==> config.mk <==
export PLATFORM = sky130hd
export DESIGN_NAME = dual_rssi_diversity_selector
export DESIGN_NICKNAME = d
export VERILOG_FILES = /design/src/rtl/rdds_pkg.sv /design/src/rtl/rdds_window.sv /design/src/rtl/rdds_div.sv /design/src/rtl/rdds_ctrl.sv /design/src/rtl/dual_rssi_diversity_selector.sv
export SDC_FILE = /design/constraint.sdc
export NUM_CORES = 1
export LEC_CHECK = 0
export BUFFER_PORTS_ARGS = -buffer_cell sky130_fd_sc_hd__buf_2
export CAP_MARGIN = 20
export CORE_UTILIZATION = 62
export DETAILED_ROUTE_END_ITERATION = 6
export PLACE_DENSITY = 0.79
export SLEW_MARGIN = 15
export SYNTH_ARGS = -nofsm -noshare
export SYNTH_HDL_FRONTEND = slang
export SYNTH_SLANG_ARGS = --single-unit
==> constraint.sdc <==
create_clock -name clk -period 8.7 [get_ports clk]
set_input_delay 2.61 -clock clk [delete_from_list [all_inputs] [get_ports clk]]
set_output_delay 2.61 -clock clk [all_outputs]
set_load 0.01 [all_outputs]
==> src/rtl/rdds_pkg.sv <==
`timescale 1ns / 1ps
`default_nettype none

package rdds_pkg;

  // Window and sample geometry
  localparam int WINDOW_LEN = 16;
  localparam int ADC_BITS   = 12;
  localparam int IDX_W      = (WINDOW_LEN > 1) ? $clog2(WINDOW_LEN) : 1;
  localparam int FILL_W     = $clog2(WINDOW_LEN + 1);
  localparam int SUM_W      = ADC_BITS + FILL_W;
  localparam int DCNT_W     = $clog2(SUM_W);

  // Hold counter and configuration widths
  localparam int HOLD_W  = 16;
  localparam int DELAY_W = 16;
  localparam int CFG_W   = 16;
  localparam int CIDX_W  = 2;

  localparam logic [HOLD_W-1:0]   HOLD_MAX     = 16'hFFFF;
  localparam logic [ADC_BITS-1:0] MARGIN_RESET = 12'd400;
  localparam logic [DELAY_W-1:0]  DELAY_RESET  = 16'd100;
  localparam logic [ADC_BITS-1:0] BASE_RESET   = 12'd0;

  // Register indexes
  localparam logic [CIDX_W-1:0] REG_MARGIN       = 2'd0;
  localparam logic [CIDX_W-1:0] REG_SWITCH_DELAY = 2'd1;
  localparam logic [CIDX_W-1:0] REG_BASELINE     = 2'd2;

  typedef enum logic [1:0] {
    CMD_SAMPLE = 2'd0,
    CMD_TICK   = 2'd1,
    CMD_CALIB  = 2'd2
  } cmd_t;

  typedef enum logic [1:0] {
    MODE_UNKNOWN = 2'd0,
    MODE_HW      = 2'd1,
    MODE_SW      = 2'd2
  } mode_t;

  typedef enum logic [1:0] {
    SEL_UNKNOWN = 2'd0,
    SEL_TOP     = 2'd1,
    SEL_BOT     = 2'd2
  } sel_t;

  typedef enum logic [2:0] {
    CODE_NONE       = 3'd0,
    CODE_TOP_STRONG = 3'd1,
    CODE_BOT_STRONG = 3'd2,
    CODE_TOP_WEAK   = 3'd3,
    CODE_BOT_WEAK   = 3'd4,
    CODE_TOP_MARGIN = 3'd5,
    CODE_BOT_MARGIN = 3'd6
  } code_t;

  typedef enum logic [2:0] {
    ST_IDLE,
    ST_SUM,
    ST_DSTART,
    ST_DIV,
    ST_RESP
  } state_t;

  // Window control
  typedef struct packed {
    logic rd;
    logic upd;
  } win_ctl_t;

  // Decision control
  typedef struct packed {
    logic tick;
    logic calib;
    logic avg_load;
    logic base_load;
  } ctl_cmd_t;

  // Decision status
  typedef struct packed {
    mode_t               mode;
    sel_t                sel;
    logic                pin;
    logic                dac;
    logic [ADC_BITS-1:0] top_avg;
    logic [ADC_BITS-1:0] bot_avg;
  } ctl_stat_t;

endpackage

`default_nettype wire

==> src/rtl/rdds_window.sv <==
`timescale 1ns / 1ps
`default_nettype none

module rdds_window
  import rdds_pkg::*;
(
  input  wire logic                clk,
  input  wire logic                rst,
  input  wire win_ctl_t            ctl,
  input  wire logic [ADC_BITS-1:0] top_in,
  input  wire logic [ADC_BITS-1:0] bot_in,
  output logic      [SUM_W-1:0]    top_sum,
  output logic      [SUM_W-1:0]    bot_sum,
  output logic      [FILL_W-1:0]   fill_count
);

  logic [ADC_BITS-1:0] top_mem [WINDOW_LEN];
  logic [ADC_BITS-1:0] bot_mem [WINDOW_LEN];
  logic [ADC_BITS-1:0] top_old, bot_old;
  logic [ADC_BITS-1:0] top_smp, bot_smp;
  logic [IDX_W-1:0]    write_index;
  logic                full;

  assign full = (fill_count == FILL_W'(WINDOW_LEN));

  // Oldest entries read and sample captured on transfer
  always_ff @(posedge clk) begin
    if (ctl.rd) begin
      top_old <= top_mem[write_index];
      bot_old <= bot_mem[write_index];
      top_smp <= top_in;
      bot_smp <= bot_in;
    end
  end

  // Window write
  always_ff @(posedge clk) begin
    if (ctl.upd) begin
      top_mem[write_index] <= top_smp;
      bot_mem[write_index] <= bot_smp;
    end
  end

  // Running sums, fill count and write pointer
  always_ff @(posedge clk) begin
    if (rst) begin
      top_sum     <= '0;
      bot_sum     <= '0;
      fill_count  <= '0;
      write_index <= '0;
    end else if (ctl.upd) begin
      if (full) begin
        top_sum <= top_sum - SUM_W'(top_old) + SUM_W'(top_smp);
        bot_sum <= bot_sum - SUM_W'(bot_old) + SUM_W'(bot_smp);
      end else begin
        top_sum    <= top_sum + SUM_W'(top_smp);
        bot_sum    <= bot_sum + SUM_W'(bot_smp);
        fill_count <= fill_count + 1'b1;
      end
      if (write_index == IDX_W'(WINDOW_LEN - 1)) begin
        write_index <= '0;
      end else begin
        write_index <= write_index + 1'b1;
      end
    end
  end

endmodule

`default_nettype wire

==> src/rtl/rdds_div.sv <==
`timescale 1ns / 1ps
`default_nettype none

// Restoring divider, one quotient bit per cycle, MSB first
module rdds_div
  import rdds_pkg::*;
(
  input  wire logic              clk,
  input  wire logic              rst,
  input  wire logic              start,
  input  wire logic [SUM_W-1:0]  dividend,
  input  wire logic [FILL_W-1:0] divisor,
  output logic                   done,
  output logic      [SUM_W-1:0]  quotient
);

  logic              busy;
  logic [DCNT_W-1:0] cnt;
  logic [FILL_W-1:0] rem;
  logic [FILL_W-1:0] dvs;
  logic [FILL_W:0]   trial;
  logic              fits;

  // Shift in the next dividend bit and test against the divisor
  always_comb begin
    trial = {rem, quotient[SUM_W-1]};
    fits  = (trial >= {1'b0, dvs});
  end

  always_ff @(posedge clk) begin
    if (rst) begin
      busy <= 1'b0;
      done <= 1'b0;
      cnt  <= '0;
    end else if (start) begin
      busy <= 1'b1;
      done <= 1'b0;
      cnt  <= '0;
    end else if (busy) begin
      cnt <= cnt + 1'b1;
      if (cnt == DCNT_W'(SUM_W - 1)) begin
        busy <= 1'b0;
        done <= 1'b1;
      end
    end else begin
      done <= 1'b0;
    end
  end

  // Datapath shift registers
  always_ff @(posedge clk) begin
    if (start) begin
      quotient <= dividend;
      rem      <= '0;
      dvs      <= divisor;
    end else if (busy) begin
      quotient <= {quotient[SUM_W-2:0], fits};
      rem      <= fits ? FILL_W'(trial - {1'b0, dvs}) : trial[FILL_W-1:0];
    end
  end

endmodule

`default_nettype wire

==> src/rtl/rdds_ctrl.sv <==
`timescale 1ns / 1ps
`default_nettype none

module rdds_ctrl
  import rdds_pkg::*;
(
  input  wire logic                clk,
  input  wire logic                rst,
  input  wire ctl_cmd_t            cmd,
  input  wire logic [ADC_BITS-1:0] margin,
  input  wire logic [DELAY_W-1:0]  switch_delay,
  input  wire logic [ADC_BITS-1:0] base_value,
  input  wire logic [ADC_BITS-1:0] top_new,
  input  wire logic [ADC_BITS-1:0] bot_new,
  output ctl_stat_t                stat
);

  logic [ADC_BITS-1:0] top_avg, bot_avg, top_base, bot_base;
  mode_t               wanted_mode, current_mode;
  sel_t                current_select;
  code_t               held_code, code;
  logic [HOLD_W-1:0]   hold_count, hold_inc;
  logic                pin_level, dac_on;

  logic [ADC_BITS:0]   top_thr, bot_thr;
  logic                top_strong, bot_strong, top_new_strong, bot_new_strong;
  logic [ADC_BITS-1:0] tm, bm;

  // Strength tests against widened thresholds
  always_comb begin
    top_thr        = {1'b0, top_base} + {1'b0, margin};
    bot_thr        = {1'b0, bot_base} + {1'b0, margin};
    top_strong     = ({1'b0, top_avg} >= top_thr);
    bot_strong     = ({1'b0, bot_avg} >= bot_thr);
    top_new_strong = ({1'b0, top_new} >= top_thr);
    bot_new_strong = ({1'b0, bot_new} >= bot_thr);
    tm             = top_avg - top_base;
    bm             = bot_avg - bot_base;
    hold_inc       = (hold_count != HOLD_MAX) ? hold_count + 1'b1 : hold_count;
  end

  // Decision code
  always_comb begin
    priority if (top_strong)     code = CODE_TOP_STRONG;
    else if (bot_strong)         code = CODE_BOT_STRONG;
    else if (top_avg <= top_base) code = CODE_TOP_WEAK;
    else if (bot_avg <= bot_base) code = CODE_BOT_WEAK;
    else if (tm > bm)            code = CODE_TOP_MARGIN;
    else if (tm < bm)            code = CODE_BOT_MARGIN;
    else                         code = CODE_NONE;
  end

  always_ff @(posedge clk) begin
    if (rst) begin
      top_avg        <= '0;
      bot_avg        <= '0;
      top_base       <= BASE_RESET;
      bot_base       <= BASE_RESET;
      wanted_mode    <= MODE_UNKNOWN;
      current_mode   <= MODE_UNKNOWN;
      current_select <= SEL_UNKNOWN;
      held_code      <= CODE_NONE;
      hold_count     <= '0;
      pin_level      <= 1'b1;
      dac_on         <= 1'b0;
    end else begin
      // Baseline register write
      if (cmd.base_load) begin
        top_base <= base_value;
        bot_base <= base_value;
      end

      // Calibration captures the averages
      if (cmd.calib) begin
        top_base <= top_avg;
        bot_base <= bot_avg;
      end

      // New averages from the dividers
      if (cmd.avg_load) begin
        top_avg     <= top_new;
        bot_avg     <= bot_new;
        wanted_mode <= (top_new_strong && bot_new_strong) ? MODE_HW : MODE_SW;
      end

      // Millisecond tick
      if (cmd.tick) begin
        unique case (wanted_mode)
          MODE_HW: begin
            if (current_mode != MODE_HW) begin
              current_mode   <= MODE_HW;
              dac_on         <= 1'b1;
              current_select <= SEL_TOP;
              pin_level      <= 1'b0;
              held_code      <= CODE_NONE;
              hold_count     <= hold_inc;
            end else begin
              hold_count <= '0;
            end
          end
          MODE_SW: begin
            if (code != held_code) begin
              current_mode <= MODE_SW;
              hold_count   <= hold_inc;
              dac_on       <= (code == CODE_TOP_STRONG) || (code == CODE_BOT_STRONG);
              unique case (code)
                CODE_TOP_STRONG, CODE_BOT_WEAK, CODE_TOP_MARGIN: current_select <= SEL_TOP;
                CODE_BOT_STRONG, CODE_TOP_WEAK, CODE_BOT_MARGIN: current_select <= SEL_BOT;
                default: ;
              endcase
              if (hold_inc >= switch_delay) begin
                pin_level <= !(top_strong || bot_strong);
                held_code <= code;
              end else begin
                held_code <= CODE_NONE;
              end
            end else begin
              hold_count <= '0;
            end
          end
          default: begin
            hold_count <= hold_inc;
          end
        endcase
      end
    end
  end

  assign stat = '{mode:    current_mode,
                  sel:     current_select,
                  pin:     pin_level,
                  dac:     dac_on,
                  top_avg: top_avg,
                  bot_avg: bot_avg};

endmodule

`default_nettype wire

==> src/rtl/dual_rssi_diversity_selector.sv <==
`timescale 1ns / 1ps
`default_nettype none

// Dual RSSI diversity selector. Each accepted item gives exactly one result showing the
// state after the item. cmd 0 pushes a top/bottom sample pair into 16-entry moving-average
// windows; the averages are the running sums divided by the fill count in two bit-serial
// restoring dividers, one quotient bit per clock; a sample passes ST_SUM, ST_DSTART and
// ST_DIV, then ST_RESP loads the output register. cmd 1 (millisecond tick), cmd 2
// (calibrate baselines from the current averages) and cmd 3 (no effect) go straight to
// ST_RESP. One item is in flight at a time; a pending result sits in the output register
// and holds off the input while the receiver stalls it. Configuration (margin,
// switch_delay, baseline_default) is to be written through cfg_write/cfg_index/cfg_data
// only while idle; the block does not enforce this. Writing baseline_default also loads
// both baselines. Unknown indexes are ignored.
module dual_rssi_diversity_selector
  import rdds_pkg::*;
(
  input  wire logic                clk,
  input  wire logic                rst,
  // input channel
  input  wire logic                in_valid,
  output logic                     in_stall,
  input  wire logic [1:0]          cmd,
  input  wire logic [ADC_BITS-1:0] top_level,
  input  wire logic [ADC_BITS-1:0] bot_level,
  // output channel
  output logic                     out_valid,
  input  wire logic                out_stall,
  output logic      [1:0]          control_mode,
  output logic      [1:0]          video_select,
  output logic                     status_pin,
  output logic                     dac_enable,
  output logic      [ADC_BITS-1:0] top_average,
  output logic      [ADC_BITS-1:0] bot_average,
  // configuration
  input  wire logic                cfg_write,
  input  wire logic [CIDX_W-1:0]   cfg_index,
  input  wire logic [CFG_W-1:0]    cfg_data
);

  state_t              state, state_next;
  logic                accept;
  win_ctl_t            win_ctl;
  ctl_cmd_t            ctl_cmd;
  ctl_stat_t           stat;
  logic [SUM_W-1:0]    top_sum, bot_sum, top_q, bot_q;
  logic [FILL_W-1:0]   fill_count;
  logic                div_start, top_done, bot_done;
  logic [ADC_BITS-1:0] margin;
  logic [DELAY_W-1:0]  switch_delay;

  assign accept = in_valid && !in_stall;

  // Configuration registers
  always_ff @(posedge clk) begin
    if (rst) begin
      margin       <= MARGIN_RESET;
      switch_delay <= DELAY_RESET;
    end else if (cfg_write) begin
      if (cfg_index == REG_MARGIN) margin <= cfg_data[ADC_BITS-1:0];
      if (cfg_index == REG_SWITCH_DELAY) switch_delay <= cfg_data[DELAY_W-1:0];
    end
  end

  // Sequencer state
  always_ff @(posedge clk) begin
    if (rst) begin
      state <= ST_IDLE;
    end else begin
      state <= state_next;
    end
  end

  // Next state
  always_comb begin
    state_next = state;
    unique case (state)
      ST_IDLE: begin
        if (accept) begin
          state_next = (cmd_t'(cmd) == CMD_SAMPLE) ? ST_SUM : ST_RESP;
        end
      end
      ST_SUM:    state_next = ST_DSTART;
      ST_DSTART: state_next = ST_DIV;
      ST_DIV: begin
        if (top_done && bot_done) state_next = ST_RESP;
      end
      ST_RESP:   state_next = ST_IDLE;
      default:   state_next = ST_IDLE;
    endcase
  end

  // Sequencer outputs
  always_comb begin
    in_stall          = (state != ST_IDLE) || (out_valid && out_stall);
    win_ctl.rd        = accept && (cmd_t'(cmd) == CMD_SAMPLE);
    win_ctl.upd       = (state == ST_SUM);
    div_start         = (state == ST_DSTART);
    ctl_cmd.tick      = accept && (cmd_t'(cmd) == CMD_TICK);
    ctl_cmd.calib     = accept && (cmd_t'(cmd) == CMD_CALIB);
    ctl_cmd.avg_load  = (state == ST_DIV) && top_done && bot_done;
    ctl_cmd.base_load = cfg_write && (cfg_index == REG_BASELINE);
  end

  rdds_window u_window (
    .clk        (clk),
    .rst        (rst),
    .ctl        (win_ctl),
    .top_in     (top_level),
    .bot_in     (bot_level),
    .top_sum    (top_sum),
    .bot_sum    (bot_sum),
    .fill_count (fill_count)
  );

  rdds_div u_top_div (
    .clk      (clk),
    .rst      (rst),
    .start    (div_start),
    .dividend (top_sum),
    .divisor  (fill_count),
    .done     (top_done),
    .quotient (top_q)
  );

  // Runs in lockstep with the top divider
  rdds_div u_bot_div (
    .clk      (clk),
    .rst      (rst),
    .start    (div_start),
    .dividend (bot_sum),
    .divisor  (fill_count),
    .done     (bot_done),
    .quotient (bot_q)
  );

  rdds_ctrl u_ctrl (
    .clk          (clk),
    .rst          (rst),
    .cmd          (ctl_cmd),
    .margin       (margin),
    .switch_delay (switch_delay),
    .base_value   (cfg_data[ADC_BITS-1:0]),
    .top_new      (top_q[ADC_BITS-1:0]),
    .bot_new      (bot_q[ADC_BITS-1:0]),
    .stat         (stat)
  );

  // Output register
  always_ff @(posedge clk) begin
    if (rst) begin
      out_valid <= 1'b0;
    end else if (state == ST_RESP) begin
      out_valid <= 1'b1;
    end else if (!out_stall) begin
      out_valid <= 1'b0;
    end
  end

  always_ff @(posedge clk) begin
    if (state == ST_RESP) begin
      control_mode <= stat.mode;
      video_select <= stat.sel;
      status_pin   <= stat.pin;
      dac_enable   <= stat.dac;
      top_average  <= stat.top_avg;
      bot_average  <= stat.bot_avg;
    end
  end

endmodule

`default_nettype wire

==> results of run 1 <==
area by class of cell:
cell class	count	area share, %
Timing Repair Buffer	115	1.83
Sequential cell	675	50.7
Multi-Input combinational cell	1651	36.5
Clock buffer	91	5.20
Clock inverter	38	1.08
Inverter	229	2.35
Antenna cell	1	0.00684
Tap cell	688	2.35
state kept, by name (all words and copies together) (netlist names), 12 cells and up:
signal,cells
u_top_div.quotient,17
u_window.bot_old,12
bot_average,12
u_bot_div.quotient,17
top_average,12
u_window.top_sum,17
u_ctrl.bot_base,12
u_window.bot_mem,192
u_window.top_old,12
u_ctrl.top_avg,12
u_window.bot_smp,12
u_window.top_smp,12
u_ctrl.hold_count,16
u_window.bot_sum,17
u_ctrl.bot_avg,12
u_ctrl.top_base,12
u_window.top_mem,192
margin,12
switch_delay,16
critical path, stage by stage:
cell       delay, ns
buf_2           0.10
a2111oi_0       0.90
inv_1           0.08
buf_2           0.17
synth_stat cells, drive strengths merged, types with 10 or more instances:
| cell | count |
|---|---|
| a21oi | 185 |
| mux2i | 12 |
| o211ai | 15 |
| o21a | 12 |
| nor2 | 145 |
| and3 | 11 |
| clkbuf | 77 |
| nand2b | 31 |
| a21o | 37 |
| and2 | 16 |
| buf | 21 |
| inv | 229 |
| nand2 | 265 |
| dfxtp | 174 |
| ha | 211 |
| fa | 32 |
| a31oi | 12 |
| nor2b | 28 |
| mux4 | 120 |
| nor3 | 44 |
| nand3 | 34 |
| o21bai | 10 |
| edfxtp | 501 |
| xnor2 | 55 |
| o21ai | 120 |
| a211oi | 68 |
| xor2 | 47 |
| nand4 | 19 |
| or3 | 10 |
metal layers:
metal	global-route usage (%)	up-vias
li1	-	9955
met2	50.6	967
met4	14.4	0
met3	4.29	243
met1	38.3	10900
met5	0	-
path summary, 6_finish.rpt:
kind | to | cells past startpoint
max | in_stall | 4
min reg2reg | switch_delay[14]$_SDFFE_PP0P_ | 2
max reg2reg | u_ctrl.hold_count[3]$_SDFFE_PP0P_ | 20
min | switch_delay[14]$_SDFFE_PP0P_ | 2
metrics by stage:
stage	setup slack (ns)	cells	cell area (µm²)	utilization, %	power [µW]
after floorplan	1.34	2653	33100	-	6200
after global placement	2.33	3355	34300	65.1	6760
after detailed placement	2.20	3355	34300	65.1	6910
after CTS	2.20	3484	36600	69.4	9920
after global routing	2.07	3487	36600	69.5	10400
final	2.22	3488	36600	69.5	9910
where the power goes:
group / switching, µW / leakage [µW] / internal, µW / total (µW)
clock: 1310 / 0.00113 / 1690 / 3000
sequential: 257 / 0.00595 / 3810 / 4060
combinational: 1600 / 0.00646 / 1240 / 2840
total: 3170 / 0.0135 / 6740 / 9910
cell usage in the layout (no fill, tap or decap), types with 33 or more instances in the layout:
master     instances
ha_1             211
a21o_1            37
buf_2             80
a21oi_1          185
a211oi_1          67
edfxtp_1         501
dfxtp_1          171
nand3_1           34
o21ai_0          111
buf_4             33
xor2_1            47
nand2_1          264
inv_1            229
nor3_1            38
nor2_1           133
mux4_2           120
xnor2_1           55
clkbuf_16         71
cells by family after synthesis:
group | count (synthesis) | share of synthesized area, %
xor gates and xnor gates | 102 | 2.70
DFF | 675 | 56.1
muxes | 132 | 8.54
AOI/OAI and AO/OA | 533 | 10.1
and+or+nand+nor | 641 | 8.92
buffers and inverters | 327 | 3.76
adders and majority gates | 243 | 9.93
==> summary.md, run 1 <==
| Metric | Value |
|---|---|
| Fraction of layout cells with a size suffix above 1 | `13.7%` |
| CTS HTree Levels | `3` |
| Mapped Area | `33100 µm²` |
| R2R Setup Slk | `2.96 ns` |
| Area growth syn-to-layout | `10.7%` |
| Critical Path Sink Type | `output port` |
| Core region area | `52700 µm²` |
| HP Class | `flop to flop` |
| Die width | `233 µm` |
| Tmin final | `6.48 ns` |
| Worst Min Path Start | `switch_delay[14]$_SDFFE_PP0P_` |
| ANT nets after route | `0` |
| Via density | `6.33` |
| Status | `complete, no violations` |
| Setup Fix Bufs, Post-CTS | `0` |
| Worst r2r src | `u_ctrl.top_base[1]$_SDFFE_PP0P_` |
| Syn_nets | `2945` |
| Largest net degree at the start of global routing | `71` |
| Gr ovfl total | `0` |
| Via count | `22.1k` |
| Cell area power density | `271 nW/µm²` |
| Global Route Usage Sum | `30.0%` |
| Post-DP HPWL | `50300 µm` |
| TritonCTS clock tree | `built` |
| Max cap viols | `0` |
| Cell taking the most area after synthesis | `edfxtp_1` |
| Peak Freq | `0.154 GHz` |
| Syn. warnings | `0` |
| Metal3 WL | `5750 µm` |
| Post-synth EDFFs | `501` |
| Crit path launch type | `primary input` |
| Final max-slew violation count | `0` |
| Leak Pwr | `0.0135 µW` |
| Die Y-Extent | `233 µm` |
| Storage element area | `18500 µm²` |
| Max_slew headroom | `28.6%` |
| DRC | `0` |
| Clock Skews | `0.0330 ns` |
| Fin Setup TNS | `0 ns` |
| Clk_lat worst skew | `0.64 ns` |
| Mean area per synthesized cell | `12.5 µm²` |
| Yosys cell types | `72` |
| Max Used Layer | `met4` |
| Final setup fails | `0` |
| FFs w/ async S/R, synth | `0%` |
| Port Buf Inserts | `80` |
| Clock Sinks | `675` |
| Final Hold Viols | `0` |
| Area of the multi-input gates | `13400 µm²` |
| CP max FO | `4` |
| Worst hold slack | `0.459 ns` |
| Area contributors post-synth | `edfxtp_1, dfxtp_1, mux4_2, ha_1, nand2_1` |
| Clock root buffer | `clkbuf_16` |
| Crit path DAT | `3.87 ns` |
| Nets | `3035` |
| Data required, critical path | `6.09 ns` |
| RSZ-0062 raised after global routing | `false` |
| Ys flop type | `edfxtp_1` |
| Clock-pin slew on the worst setup and hold paths | `0.05 ns` |
| Crit path launch | `out_stall` |
| Fin crit share | `74.4%` |
| Met1 WL | `30800 µm` |
| Gate Count Post-Synth | `2653` |
| Die footprint | `54200 µm²` |
| First-pass GRT wire length | `123000 µm` |
| CTS Hold Bufs | `0` |
| Clk buf depth | `3` |
| WL per Instance | `22.8 µm` |
| #FFs+latches synth | `675` |
| Peak VDD IR | `0.247 mV` |
| Row cnt | `84` |
| Yosys top cell area share | `45.5%` |
| Number of global-route vias before repair | `22.3k` |
| Initial DRC Count | `1935` |
| DR WL met2 | `39500 µm` |
| Setup CP Type | `primary input to output port` |
| I/O pin count | `81` |
| Post-synthesis sequential area ratio | `56.1%` |
| Worst slew pin tran | `1.04 ns` |
| Initial antenna violation count | `1` |
| Routability Congestion | `0.916` |
| Initial core utilization | `62.8%` |
| Fill count | `3548` |
| Resized cells post-CTS | `0` |
| Post-Route WL | `79500 µm` |
| Drt first pass iters | `5` |
| CTS Buf Count | `71` |
No activity file was read; power rests on OpenSTA's default activity.
==> run 2, diff against run 1 <==
==> constraint.sdc (replaced) <==
create_clock -name clk -period 6.4 [get_ports clk]
set_input_delay 1.92 -clock clk [delete_from_list [all_inputs] [get_ports clk]]
set_output_delay 1.92 -clock clk [all_outputs]
set_load 0.01 [all_outputs]
==> run 2 against run 1 <==
Net effect:
- final cell count unchanged
- global-route usage rose by 0.92 points
- non-clock buffer count shrank 2
- routed wire length up 3.1%
- setup slack got worse by 1.6 ns
- clock power grew 40%
- die area is the same
- critical path depth grew 16
==> summary.md, run 2 (synthesis gave the netlist of run 1 again) <==
| Metric | Value |
|---|---|
| Setup CP Type | `flop to flop (was primary input to output port)` |
| Max_slew headroom | `29.8% (was 28.6%)` |
| Setup Fix Bufs, Post-CTS | `0 (unchanged)` |
| Leak Pwr | `0.0136 µW (was 0.0135 µW)` |
| First-pass GRT wire length | `126000 µm (was 123000 µm)` |
| HP Class | `flop to flop (unchanged)` |
| Fin crit share | `89.7%` |
| Final max-slew violation count | `0 (unchanged)` |
| Final Hold Viols | `0 (unchanged)` |
| Clk buf depth | `3 (unchanged)` |
| Die footprint | `54200 µm² (unchanged)` |
| I/O pin count | `81 (unchanged)` |
| Post-DP HPWL | `52200 µm (was 50300 µm)` |
| Worst hold slack | `0.459 ns (about the same)` |
| TritonCTS clock tree | `built (unchanged)` |
| Worst r2r path cells | `20 (unchanged)` |
| Peak VDD IR | `0.271 mV (was 0.247 mV)` |
| Routability Congestion | `0.918 (was 0.916)` |
| CTS Hold Bufs | `0 (unchanged)` |
| Tot Pwr | `13600 µW (was 9910 µW)` |
| Util after Layout | `69.6% (was 69.5%)` |
| CTS HTree Levels | `3 (unchanged)` |
| CTS Buf Count | `72 (was 71)` |
| Resized cells post-CTS | `0 (unchanged)` |
| Nets | `3034 (was 3035)` |
| Number of global-route vias before repair | `22.5k (was 22.3k)` |
| Commonest non-fill, non-tap cells in the layout | `edfxtp_1, nand2_1, inv_1, ha_1, a21oi_1 (unchanged)` |
| Core region area | `52700 µm² (unchanged)` |
| Drt first pass iters | `5 (unchanged)` |
| Peak Freq | `0.174 GHz` |
| Cell area power density | `372 nW/µm² (was 271 nW/µm²)` |
| Die width | `233 µm (unchanged)` |
| WL per Instance | `23.5 µm (was 22.8 µm)` |
| Fin area | `36700 µm² (was 36600 µm²)` |
| Clk_lat worst skew | `0.63 ns (was 0.64 ns)` |
| RSZ-0062 raised after global routing | `false (unchanged)` |
| Area growth syn-to-layout | `10.9% (was 10.7%)` |
| Commonest non-fill, non-tap cell in the layout | `edfxtp_1 (unchanged)` |
| ANT nets after route | `0 (unchanged)` |
| Initial core utilization | `62.8% (unchanged)` |
| Clock Skews | `0.0284 ns (was 0.0330 ns)` |
| Fraction of layout cells with a size suffix above 1 | `13.8% (was 13.7%)` |
| Crit path launch type | `flop (was primary input)` |
| Ant. Diodes | `0 (was 1)` |
| Via count | `22.1k (about the same)` |
| Tmin final | `5.74 ns` |
| Hold path cells | `2 (unchanged)` |
| Post-Route WL | `82000 µm (was 79500 µm)` |
| Largest registers | `u_window.bot_mem (192), u_window.top_mem (192) (unchanged)` |
| Fin Setup TNS | `0 ns (unchanged)` |
| Port Buf Inserts | `80 (unchanged)` |
| Global Route Usage Sum | `31.0% (was 30.0%)` |
| Largest net degree at the start of global routing | `69 (was 71)` |
| Clock Sinks | `675 (unchanged)` |
| Initial antenna violation count | `0 (was 1)` |
| Crit path DAT | `6.21 ns (was 3.87 ns)` |
| Row cnt | `84 (unchanged)` |
| DRC | `0 (unchanged)` |
| Data required, critical path | `6.87 ns (was 6.09 ns)` |
| Worst slew pin tran | `1.05 ns (was 1.04 ns)` |
| Final setup fails | `0 (unchanged)` |
| Status | `complete, no violations (unchanged)` |
| CP max FO | `14 (was 4)` |
| Via density | `6.34 (was 6.33)` |
| Max cap viols | `0 (unchanged)` |
| Critical Path Sink Type | `flop (was output port)` |
| Clock root buffer | `clkbuf_16 (unchanged)` |
| Initial DRC Count | `1768 (was 1935)` |
| Gr ovfl total | `0 (unchanged)` |
| Placed cell area | `34300 µm² (about the same)` |
| Die Y-Extent | `233 µm (unchanged)` |
| Clock-pin slew on the worst setup and hold paths | `0.06 ns (was 0.05 ns)` |
==> run 2: metal layers <==
metal  GRT usage, %  vias to the layer above  wire (µm)
met5              0                        -          0
li1               -                     9963          -
met3           4.55                      219       5970
met2           54.2                      987      41800
met4           12.3                        0       3130
met1           38.6                    10900      31000
==> run 2: worst max-delay path: stages (launching register included) <==
cell      delay [ns]
dfxtp_1         0.44
inv_1           0.09
ha_1            0.30
nor2b_1         0.14
o21ai_0         0.20
a21boi_0        0.19
o21ai_0         0.27
a21boi_0        0.18
o21ai_0         0.27
a21boi_0        0.17
o21ai_0         0.30
a21oi_1         0.14
xor2_1          0.16
ha_1            0.29
and3_1          0.19
a211oi_2        0.12
or4_1           0.63
a221oi_2        0.35
o211ai_2        0.30
a41oi_2         0.71
o22ai_1         0.15
==> run 2: area by class of cell <==
type / count / area, µm²
tap: 688 / 861
fill: 3461 / 16000
timing repair buffer: 113 / 648
sequential: 675 / 18500
clock inverter: 38 / 450
clock buffer: 94 / 1950
inverter: 229 / 860
multi-input combinational: 1651 / 13400
==> run 2: per-stage QoR <==
stage,worst slack [ns],instances
global route,0.271,3488
detailed placement,0.906,3355
floorplan,1.20,2653
CTS,0.766,3487
global placement,1.08,3355
finish,0.657,3488
==> run 2: path summary, 6_finish.rpt <==
kind                                                 startpoint                                end  slack, ns
worst max-delay path            u_ctrl.top_base[1]$_SDFFE_PP0P_  u_ctrl.hold_count[3]$_SDFFE_PP0P_       0.66
worst min-delay path               switch_delay[7]$_SDFFE_PP0P_       switch_delay[7]$_SDFFE_PP0P_       0.46
worst max register to register  u_ctrl.top_base[1]$_SDFFE_PP0P_  u_ctrl.hold_count[3]$_SDFFE_PP0P_       0.66
worst min register to register     switch_delay[7]$_SDFFE_PP0P_       switch_delay[7]$_SDFFE_PP0P_       0.46
==> run 2: where the power goes <==
| group | internal [µW] | switching (µW) |
|---|---|---|
| sequential | 5180 | 339 |
| combinational | 1680 | 2230 |
| clock | 2400 | 1810 |
| total | 9260 | 4380 |
==> run 3, diff against run 2 <==
--- a/config.mk
+++ b/config.mk
@@ -7,9 +7,11 @@
 export LEC_CHECK = 0
 export BUFFER_PORTS_ARGS = -buffer_cell sky130_fd_sc_hd__buf_2
 export CAP_MARGIN = 20
-export CORE_UTILIZATION = 62
+export CELL_PAD_IN_SITES_DETAIL_PLACEMENT = 0
+export CELL_PAD_IN_SITES_GLOBAL_PLACEMENT = 1
+export CORE_UTILIZATION = 24
 export DETAILED_ROUTE_END_ITERATION = 6
-export PLACE_DENSITY = 0.79
+export PLACE_DENSITY_LB_ADDON = 0.1
 export SLEW_MARGIN = 15
 export SYNTH_ARGS = -nofsm -noshare
 export SYNTH_HDL_FRONTEND = slang
==> run 3 against run 2 <==
Net effect:
- clock power grew 12%
- sequential share of layout area is 2.6 points lower
- die area increased to 2.6 times the previous value
- clock-buffer cell count up 17
- combinational power hardly changed
- largest power group unchanged
- fmax decreased by 0.34%
- highest routed layer is now met5
- global-route usage fell by 17 points
- critical path type unchanged
- non-clock buffer count up 29
- routed wire length rose by 18%
==> summary.md, run 3 (synthesis gave the netlist of run 1 again) <==
| Metric | Value |
|---|---|
| Fraction of layout cells with a size suffix above 1 | `15.1% (was 13.8%)` |
| Worst Min Path Start | `switch_delay[8]$_SDFFE_PP0P_ (was switch_delay[7]$_SDFFE_PP0P_)` |
| Final Hold Viols | `0 (unchanged)` |
| Worst r2r path cells | `20 (unchanged)` |
| Die width | `373 µm (was 233 µm)` |
| TritonCTS clock tree | `built (unchanged)` |
| I/O pin count | `81 (unchanged)` |
| Die footprint | `139000 µm² (was 54200 µm²)` |
| Max_slew headroom | `31.2% (was 29.8%)` |
| Placed cell area | `35900 µm² (was 34300 µm²)` |
| Worst slew pin tran | `1.03 ns (was 1.05 ns)` |
| Fin area | `38600 µm² (was 36700 µm²)` |
| Post-DP HPWL | `66800 µm (was 52200 µm)` |
| Peak Freq | `0.174 GHz (about the same)` |
| Reg2Reg Capture Point | `u_ctrl.hold_count[4]$_SDFFE_PP0P_ (was u_ctrl.hold_count[3]$_SDFFE_PP0P_)` |
| Fill count | `13.8k (was 3461)` |
| Final setup fails | `0 (unchanged)` |
| Initial antenna violation count | `3 (was 0)` |
| Nets | `3075 (was 3034)` |
| Core region area | `136000 µm² (was 52700 µm²)` |
| Commonest non-fill, non-tap cell in the layout | `edfxtp_1 (unchanged)` |
| Cell area power density | `367 nW/µm² (was 372 nW/µm²)` |
| R2R Setup Slk | `0.64 ns (was 0.66 ns)` |
| Drt first pass iters | `5 (unchanged)` |
| Data required, critical path | `6.94 ns (was 6.87 ns)` |
| Largest net degree at the start of global routing | `60 (was 69)` |
| Global Route Usage Sum | `13.9% (was 31.0%)` |
| First-pass GRT wire length | `145000 µm (was 126000 µm)` |
| CTS Buf Count | `84 (was 72)` |
| Clk buf depth | `3 (unchanged)` |
| Gr ovfl total | `0 (unchanged)` |
| Number of global-route vias before repair | `22.3k (was 22.5k)` |
| Initial DRC Count | `1164 (was 1768)` |
| Crit path DAT | `6.30 ns (was 6.21 ns)` |
| Row cnt | `135 (was 84)` |
| CTS HTree Levels | `3 (unchanged)` |
| DRC | `0 (unchanged)` |
| CTS Hold Bufs | `0 (unchanged)` |
| Fin crit share | `90.0% (was 89.7%)` |
| Share of power burned in registers | `39.0% (was 40.4%)` |
| Worst hold endpoint | `switch_delay[8]$_SDFFE_PP0P_ (was switch_delay[7]$_SDFFE_PP0P_)` |
| Hold path cells | `2 (unchanged)` |
| Sw frac | `32.5% (was 32.1%)` |
| Int Pwr | `9570 µW (was 9260 µW)` |
| Final max-slew violation count | `0 (unchanged)` |
| Clk pwr share | `33.2% (was 30.9%)` |
| Area growth syn-to-layout | `16.9% (was 10.9%)` |
| Clock Sinks | `675 (unchanged)` |
| Clock Skews | `0.0569 ns (was 0.0284 ns)` |
| Via count | `21.0k (was 22.1k)` |
| Leak Pwr | `0.0138 µW (was 0.0136 µW)` |
| Via density | `4.53 (was 6.34)` |
| HP Class | `flop to flop (unchanged)` |
| Gate power share | `27.8% (was 28.7%)` |
| Commonest non-fill, non-tap cells in the layout | `edfxtp_1, nand2_1, inv_1, ha_1, a21oi_1 (unchanged)` |
| Setup Fix Bufs, Post-CTS | `0 (unchanged)` |
| Setup CP Type | `flop to flop (unchanged)` |
| Max cap viols | `0 (unchanged)` |
| Worst r2r src | `u_ctrl.top_base[1]$_SDFFE_PP0P_ (unchanged)` |
| Clock-pin slew on the worst setup and hold paths | `0.06 ns (about the same)` |
| RSZ-0062 raised after global routing | `false (unchanged)` |
| Critical Path Sink Type | `flop (unchanged)` |
| Crit path launch type | `flop (unchanged)` |
| Routability Congestion | `0.799 (was 0.918)` |
| Post-Route WL | `96700 µm (was 82000 µm)` |
| Initial core utilization | `24.3% (was 62.8%)` |
| Port Buf Inserts | `80 (unchanged)` |
| Tmin final | `5.76 ns (was 5.74 ns)` |
| Resized cells post-CTS | `0 (unchanged)` |
| WL per Instance | `20.9 µm (was 23.5 µm)` |
| Die Y-Extent | `373 µm (was 233 µm)` |
| Peak VDD IR | `0.187 mV (was 0.271 mV)` |
| Fin Setup TNS | `0 ns (unchanged)` |
| Status | `complete, no violations (unchanged)` |
| CP max FO | `14 (unchanged)` |
| Crit path launch | `u_ctrl.top_base[1]$_SDFFE_PP0P_ (unchanged)` |
| Clk_lat worst skew | `0.71 ns (was 0.63 ns)` |
| Clock root buffer | `clkbuf_16 (unchanged)` |
| Largest registers | `u_window.bot_mem (192), u_window.top_mem (192) (unchanged)` |
| Switch Pwr | `4620 µW (was 4380 µW)` |
| ANT nets after route | `0 (unchanged)` |
==> run 3: cell types whose count changed in the layout (fill, tap and decap cells not counted), sizes merged <==
cell	change
clkbuf	+17
inv	-1
diode	+1
clkinvlp	+2
buf	+29
clkinv	+3
==> run 3: metrics by stage <==
| step | instances | hold WS (ns) | utilization (%) | total power [µW] | setup slack [ns] |
|---|---|---|---|---|---|
| after floorplan | 2653 | 0.408 | - | 8430 | 1.20 |
| after global placement | 4476 | 0.446 | 26.4 | 9630 | 0.754 |
| after detailed placement | 4478 | 0.452 | 26.4 | 9650 | 0.665 |
| after CTS | 4631 | 0.460 | 28.4 | 14500 | 0.656 |
| after global routing | 4631 | 0.479 | 28.4 | 15100 | 0.0412 |
| final | 4632 | 0.458 | 28.4 | 14200 | 0.638 |
==> run 3: power groups by stage <==
stage | Combinational, µW | Sequential (µW) | Clock [µW]
final | 3940 | 5530 | 4720
after global routing | 4460 | 5590 | 5070
after CTS | 4030 | 5550 | 4900
after detailed placement | 4010 | 5640 | 0
after global placement | 4000 | 5630 | 0
after floorplan | 2970 | 5460 | 0
==> run 3: how the worst max path moves through the flow <==
stage | end | slack, ns | cells after the start
2_1_floorplan | u_window.bot_old[0]$_DFFE_PP_ | 1.20 | 3
3_3_place_gp | u_ctrl.hold_count[15]$_SDFFE_PP0P_ | 0.75 | 20
3_5_place_dp | u_ctrl.hold_count[4]$_SDFFE_PP0P_ | 0.66 | 20
4_1_cts | u_ctrl.hold_count[4]$_SDFFE_PP0P_ | 0.66 | 20
5_1_grt | u_ctrl.hold_count[1]$_SDFFE_PP0P_ | 0.04 | 20
6_report | u_ctrl.hold_count[4]$_SDFFE_PP0P_ | 0.64 | 20
==> run 3: final cells by class <==
| class | instances | area, µm² | area share (%) |
|---|---|---|---|
| Clock buffer | 111 | 2240 | 5.81 |
| Timing Repair Buffer | 142 | 885 | 2.29 |
| Inverter | 229 | 860 | 2.22 |
| Sequential cell | 675 | 18500 | 48.0 |
| Multi-Input combinational cell | 1651 | 13400 | 34.7 |
| Antenna cell | 1 | 2.50 | 0.00648 |
| Clock inverter | 42 | 477 | 1.23 |
| Tap cell | 1781 | 2230 | 5.77 |
==> run 3: layer usage <==
metal  vias to the layer above  global-route usage, %  part of all wire, %
li1                      10100                      -                    -
met1                     10500                   17.7                   46
met2                       301                   24.1                   49
met3                       131                   2.53                  3.2
met4                         2                   3.71                  2.1
met5                         -                      0                0.013
==> run 3: critical path, cell delays in order, from the launching register on <==
cell	delay, ns
dfxtp_1	0.44
inv_1	0.07
ha_1	0.29
nor2b_1	0.13
o21ai_0	0.22
a21boi_0	0.20
o21ai_0	0.31
a21boi_0	0.17
o21ai_0	0.22
a21boi_0	0.14
o21ai_0	0.25
a21oi_1	0.12
xor2_1	0.17
ha_1	0.29
and3_1	0.19
nand4_1	0.23
or4_1	0.56
a221oi_2	0.35
o211ai_2	0.33
a41oi_2	0.76
o21ai_0	0.18
